<file path="config.mk">
export PLATFORM = sky130hd
export DESIGN_NAME = lzss_ctrl
export DESIGN_NICKNAME = d
export VERILOG_FILES = /design/src/rtl/lzss_pkg.sv /design/src/rtl/lzss_ctrl.sv
export SDC_FILE = /design/constraint.sdc
export NUM_CORES = 1
export LEC_CHECK = 0
export ABC_AREA = 1
export ABC_CLOCK_PERIOD_IN_PS = 4350
export BUFFER_PORTS_ARGS = -buffer_cell sky130_fd_sc_hd__buf_4
export CAP_MARGIN = 40
export CORE_ASPECT_RATIO = 1.5
export CORE_MARGIN = 2
export CORE_UTILIZATION = 60
export CTS_BUF_LIST = sky130_fd_sc_hd__clkbuf_4 sky130_fd_sc_hd__clkbuf_8 sky130_fd_sc_hd__clkbuf_16
export CTS_CLUSTER_SIZE = 30
export DETAILED_ROUTE_END_ITERATION = 6
export GPL_ROUTABILITY_DRIVEN = 0
export GPL_TIMING_DRIVEN = 0
export PLACE_DENSITY_LB_ADDON = 0.08
export SYNTH_ARGS = -nofsm -noshare
export SYNTH_HDL_FRONTEND = slang
export SYNTH_SLANG_ARGS = --single-unit
</file>
<file path="constraint.sdc">
create_clock -name clk -period 4.35 [get_ports clk]
set_clock_uncertainty 0.1 [all_clocks]
set_input_delay 0.2175 -clock clk [delete_from_list [all_inputs] [get_ports clk]]
set_output_delay 0.2175 -clock clk [all_outputs]
set_load 0.005 [all_outputs]
</file>
<file path="src/rtl/lzss_pkg.sv">
// Package for the LZSS window decoder: window geometry, request and result
// types, sequencer and phase encodings, and the window port bundle.
// No dependencies.
package lzss_pkg;

    localparam int WINDOW_SIZE = 4096;
    localparam int WINDOW_AW   = $clog2(WINDOW_SIZE);

    localparam logic [WINDOW_AW-1:0] WINDOW_LAST  = WINDOW_AW'(WINDOW_SIZE - 1);
    localparam logic [WINDOW_AW-1:0] WRITE_START  = WINDOW_AW'(1);
    localparam logic [2:0]           TAG_POS_LAST = 3'd7;

    typedef struct packed {
        logic [7:0] in_byte;
        logic       chunk_start;
    } in_item_t;

    typedef struct packed {
        logic [7:0] out_byte;
        logic       run_last;
        logic       chunk_done;
    } out_item_t;

    typedef struct packed {
        logic      valid;
        out_item_t item;
    } emit_t;

    typedef struct packed {
        logic                 we;
        logic [WINDOW_AW-1:0] waddr;
        logic [7:0]           wdata;
        logic                 re;
        logic [WINDOW_AW-1:0] raddr;
    } win_req_t;

    typedef enum logic [3:0] {
        ST_CLEAR = 4'b0001,
        ST_IDLE  = 4'b0010,
        ST_READ  = 4'b0100,
        ST_EMIT  = 4'b1000
    } seq_state_t;

    typedef enum logic [3:0] {
        PH_TAG    = 4'b0001,
        PH_TOKEN  = 4'b0010,
        PH_MATCH2 = 4'b0100,
        PH_DONE   = 4'b1000
    } phase_t;

endpackage

</file>
<file path="src/rtl/lzss_ctrl.sv">
// Token parser and copy sequencer: decodes tag, literal and match bytes and
// steps the window read and write addresses one byte at a time. Depends on lzss_pkg.
module lzss_ctrl
    import lzss_pkg::*;
(
    input  logic       clk,
    input  logic       rst_n,
    input  logic       in_valid,
    input  in_item_t   in_data,
    output logic       in_ready,
    input  logic       out_free,
    output emit_t      emit,
    output win_req_t   win_req,
    input  logic [7:0] rd_data
);

    seq_state_t           state_reg, state_next;
    phase_t               phase_reg, phase_next;
    logic [7:0]           tag_reg, tag_next;
    logic [2:0]           pos_reg, pos_next;
    logic [7:0]           held_reg, held_next;
    logic [WINDOW_AW-1:0] wi_reg, wi_next;
    logic [WINDOW_AW-1:0] off_reg, off_next;
    logic [WINDOW_AW-1:0] clr_reg, clr_next;
    logic [4:0]           cnt_reg, cnt_next;
    logic [7:0]           byte_reg, byte_next;
    logic                 from_mem_reg, from_mem_next;
    logic                 done_reg, done_next;
    logic                 accept;
    logic [WINDOW_AW-1:0] match_off;
    logic [7:0]           emit_byte;

    assign in_ready  = (state_reg == ST_IDLE);
    assign accept    = in_valid && in_ready;
    assign match_off = {in_data.in_byte, held_reg[7:4]};
    assign emit_byte = from_mem_reg ? rd_data : byte_reg;

    always_comb
    begin
        state_next    = state_reg;
        phase_next    = phase_reg;
        tag_next      = tag_reg;
        pos_next      = pos_reg;
        held_next     = held_reg;
        wi_next       = wi_reg;
        off_next      = off_reg;
        clr_next      = clr_reg;
        cnt_next      = cnt_reg;
        byte_next     = byte_reg;
        from_mem_next = from_mem_reg;
        done_next     = done_reg;
        emit          = '0;
        win_req       = '0;

        case (state_reg)
            ST_CLEAR:
            begin
                win_req.we    = 1'b1;
                win_req.waddr = clr_reg;
                win_req.wdata = 8'h00;
                clr_next      = clr_reg + 1'b1;
                if (clr_reg == WINDOW_LAST)
                begin
                    state_next = ST_IDLE;
                end
            end
            ST_IDLE:
            begin
                if (accept)
                begin
                    if (in_data.chunk_start)
                    begin
                        tag_next   = in_data.in_byte;
                        pos_next   = '0;
                        held_next  = '0;
                        wi_next    = WRITE_START;
                        phase_next = PH_TOKEN;
                    end
                    else
                    begin
                        case (phase_reg)
                            PH_TAG:
                            begin
                                tag_next   = in_data.in_byte;
                                pos_next   = '0;
                                phase_next = PH_TOKEN;
                            end
                            PH_TOKEN:
                            begin
                                if (!tag_reg[pos_reg])
                                begin
                                    byte_next     = in_data.in_byte;
                                    from_mem_next = 1'b0;
                                    done_next     = 1'b0;
                                    cnt_next      = '0;
                                    state_next    = ST_EMIT;
                                end
                                else
                                begin
                                    held_next  = in_data.in_byte;
                                    phase_next = PH_MATCH2;
                                end
                            end
                            PH_MATCH2:
                            begin
                                if (match_off == '0)
                                begin
                                    byte_next     = 8'h00;
                                    from_mem_next = 1'b0;
                                    done_next     = 1'b1;
                                    cnt_next      = '0;
                                    state_next    = ST_EMIT;
                                end
                                else
                                begin
                                    off_next      = match_off;
                                    cnt_next      = {1'b0, held_reg[3:0]} + 5'd1;
                                    from_mem_next = 1'b1;
                                    done_next     = 1'b0;
                                    state_next    = ST_READ;
                                end
                            end
                            default:
                            begin
                            end
                        endcase
                    end
                end
            end
            ST_READ:
            begin
                win_req.re    = 1'b1;
                win_req.raddr = off_reg;
                state_next    = ST_EMIT;
            end
            ST_EMIT:
            begin
                if (out_free)
                begin
                    emit.valid           = 1'b1;
                    emit.item.out_byte   = emit_byte;
                    emit.item.run_last   = (cnt_reg == '0);
                    emit.item.chunk_done = done_reg;
                    if (done_reg)
                    begin
                        phase_next = PH_DONE;
                        state_next = ST_IDLE;
                    end
                    else
                    begin
                        win_req.we    = 1'b1;
                        win_req.waddr = wi_reg;
                        win_req.wdata = emit_byte;
                        wi_next       = wi_reg + 1'b1;
                        if (cnt_reg != '0)
                        begin
                            cnt_next   = cnt_reg - 5'd1;
                            off_next   = off_reg + 1'b1;
                            state_next = ST_READ;
                        end
                        else
                        begin
                            state_next = ST_IDLE;
                            if (pos_reg != TAG_POS_LAST)
                            begin
                                pos_next   = pos_reg + 3'd1;
                                phase_next = PH_TOKEN;
                            end
                            else
                            begin
                                pos_next   = '0;
                                phase_next = PH_TAG;
                            end
                        end
                    end
                end
            end
            default:
            begin
                state_next = ST_IDLE;
            end
        endcase
    end

    always_ff @(posedge clk or negedge rst_n)
    begin
        if (!rst_n)
        begin
            state_reg <= ST_CLEAR;
            phase_reg <= PH_TAG;
            tag_reg   <= '0;
            pos_reg   <= '0;
            held_reg  <= '0;
            wi_reg    <= WRITE_START;
            clr_reg   <= '0;
            cnt_reg   <= '0;
            done_reg  <= 1'b0;
        end
        else
        begin
            state_reg <= state_next;
            phase_reg <= phase_next;
            tag_reg   <= tag_next;
            pos_reg   <= pos_next;
            held_reg  <= held_next;
            wi_reg    <= wi_next;
            clr_reg   <= clr_next;
            cnt_reg   <= cnt_next;
            done_reg  <= done_next;
        end
    end

    always_ff @(posedge clk)
    begin
        off_reg      <= off_next;
        byte_reg     <= byte_next;
        from_mem_reg <= from_mem_next;
    end

endmodule

</file>
==> results.tsv <==
metric	value	unit
cts_root_buf	clkbuf_16	
synthTopCellsByArea	dfrtp_1 28%, edfxtp_1 13%, nand2_1 11%, inv_1 6.0%, nor2_1 4.9%	
clockBufferDepth	2	
setup.worst_path.end_class	flop	
cap_violations	0	
numCtsBuffers	9	
seq_power_share	0.344	
clock-sinks	78	
synth_nets	626	
via_per_inst	5.53	
core-area	7660	µm²
period_share	0.559	
crit_required	4.23	ns
relSlewSlack	0.515	
synth-adder-area-share	0.0183	
grt_max_degree	58	
die_x	76.9	µm
grt_remaining_overflow	0	
r2r_cells	8	
drv_slew	0	
status	finished, final reports clean	
crit_type	flop to flop	
swShare	0.394	
p_per_area	560	nW/µm²
synth_area_leader_cell	dfrtp_1	
synth_top_family_by_area	simple AND/OR/NAND/NOR gates	
start_kind	flop	
min_path_cells	3	
worst_ep_arrival_time	2.31	ns
htreeDepth	3	
syn_area	4780	µm²
syn_area_per_cell	7.99	µm²
p_clk_frac	0.267	
ant_nets	0	
ys_types	41	
io_buffers	66	
ir_worst_vdd	0.400	mV
grt_pass1_vias	4281	
crit_top_cell	nand2_1	
initial_core_util	0.624	
synth_top_area_frac	0.283	
wire_per_inst	15.1	µm
cts_tree	built	
fin_crit	2.43	ns
drc	0	
insertion_delay	0.35	ns
core.rowCount	39	
syn2layout_area_growth	20.4	%
design.portCount	67	
vias	4331	
max_slew.worst_pin.slew	0.727	ns
cts_repair_resize_count	0	
yosys.area_share.simple	0.308	
synthMuxAreaShare	0.0168	
synth_seq_cells	78	
p_leak	2.75	nW
cts.clk_slew.worst_paths	0.06	ns
cp_slowest_stage_delay	0.58	ns
netSwitchingPower	1.27	mW
synthXorXnorAreaFrac	0.0385	
report.final.setup_viol	0	
worstPathCellList	inv_1 > ha_1 > nand3b_1 > nand2_1 > nand2_1 > nand2_2 > nor2_4 > and2_1	
fmax	0.411	GHz
finalWirelength	11.8	mm
hold_class	input pin to flop	
crit_fanout	12	
hold-worst-slack	0.0582	ns
grt_first_pass_wirelength	19.8	mm
dieHeight	113	µm
finalNetCount	704	
drtIter0Drc	312	
ys.warnings.count	0	
crit_slowest_cell	and2_1	
syn_inst	598	
diodes	0	
hold_violations	0	
p_int	1.95	mW
die_area	8710	µm²
synth_compound_area_frac	0.101	
hpwl	8.55	mm
rsz0062_at_grt	no	
gr-usage-all-layers	0.289	
dr.pass1.iters	5	
total_power	3.22	mW
ys_seq_area_frac	0.431	
tns	0	ns
antenna_found_initial	0	
power_frac_comb	0.390	
drive_above_1_share	0.225	
through the flow:
stage,instances,util,worst slack [ns],instance area (µm²)
global route,783,0.751,1.78,5750
global placement,766,0.705,2.01,5400
finish,783,0.751,1.92,5750
detailed placement,766,0.705,1.96,5400
floorplan,598,-,2.35,4780
CTS,783,0.751,1.93,5750
power groups by stage:
stage | Clock [mW] | Combinational (mW) | Sequential [mW]
3_5_place_dp | 0 | 1.24 | 1.12
3_3_place_gp | 0 | 1.21 | 1.11
5_1_grt | 0.894 | 1.41 | 1.13
2_1_floorplan | 0 | 0.935 | 1.08
4_1_cts | 0.862 | 1.25 | 1.10
6_report | 0.859 | 1.26 | 1.11
worst paths after layout:
check,start,endpoint,slack [ns]
setup / recovery,cnt_reg[0]$_DFFE_PN0P_,off_reg[4]$_DFFE_PP_,1.92
hold / removal,in_data[2],held_reg[1]$_DFFE_PN0P_,0.06
setup reg to reg,cnt_reg[0]$_DFFE_PN0P_,off_reg[4]$_DFFE_PP_,1.92
hold reg to reg,tag_reg[4]$_DFFE_PN0P_,tag_reg[4]$_DFFE_PN0P_,0.39
max in group asynchronous,rst_n,wi_reg[1]$_DFFE_PN0P_,3.30
min in group asynchronous,rst_n,pos_reg[1]$_DFFE_PN0P_,0.39
repair_timing:
action / CTS / global route
hold buffers: 1 / 0
hold endpoints to repair: 54 / 0
setup buffers: 0 / 0
cell families after synthesis:
kind of cell,count (synthesis)
compound gates,76
xor+xnor,21
fa+ha+maj,7
buf+inv,100
flops,78
mux,8
simple gates,308
metal layers:
metal  routed length [µm]  share of wire  vias up  GRT usage
li1                     -              -     2109          -
met3                  487          0.041       36     0.0407
met5                    0              0        -          0
met2                 6040           0.51      134      0.499
met4                  431          0.036        0      0.166
met1                 4880           0.41     2052      0.343
critical path, delay by kind of cell, from the launching register on:
kind	cells	cell delay, ns
DFF	1	0.37
buffers and inverters	1	0.07
adders and majority gates	1	0.24
and+or+nand+nor	6	1.27
cells in the final DEF, fill, tap and decap left out, types with 3 or more instances in the layout:
master     count
inv_1         76
inv_2          5
xor2_1        18
buf_2          5
clkbuf_16     10
xnor2_1        3
dfrtp_1       54
mux2i_1        8
o21ai_1        7
nor2_1        62
nand2_1      138
o22ai_1       13
nor2_4         6
ha_1           7
clkbuf_1       7
o21ai_0       28
nand4_1       15
nand2_2        6
edfxtp_1      21
o21ai_2       22
nor3_2         6
buf_4         67
or2_2          3
a21oi_1        3
nor3_1        17
nand3_1       40
inv_4          3
nand3b_1       3
dfstp_2        3
area by class of cell:
cell class,instances,area (µm²)
Buffer,16,88.8
Clock buffer,10,250
Clock inverter,6,91.3
Fill cell,584,1910
Inverter,84,323
Multi-Input combinational cell,420,2310
Sequential cell,78,2060
Tap cell,102,128
Timing Repair Buffer,67,505
synthesized netlist by cell type (all sizes together):
| library cell | number |
|---|---|
| a21oi | 3 |
| a31oi | 2 |
| and2 | 2 |
| and3 | 1 |
| buf | 9 |
| clkbuf | 7 |
| dfrtp | 54 |
| dfstp | 3 |
| edfxtp | 21 |
| ha | 7 |
| inv | 84 |
| mux2i | 8 |
| nand2 | 146 |
| nand3 | 44 |
| nand3b | 3 |
| nand4 | 16 |
| nor2 | 70 |
| nor3 | 23 |
| o21ai | 57 |
| o22ai | 13 |
| o31ai | 1 |
| or2 | 3 |
| xnor2 | 3 |
| xor2 | 18 |
No activity file was read; power rests on OpenSTA's default activity.
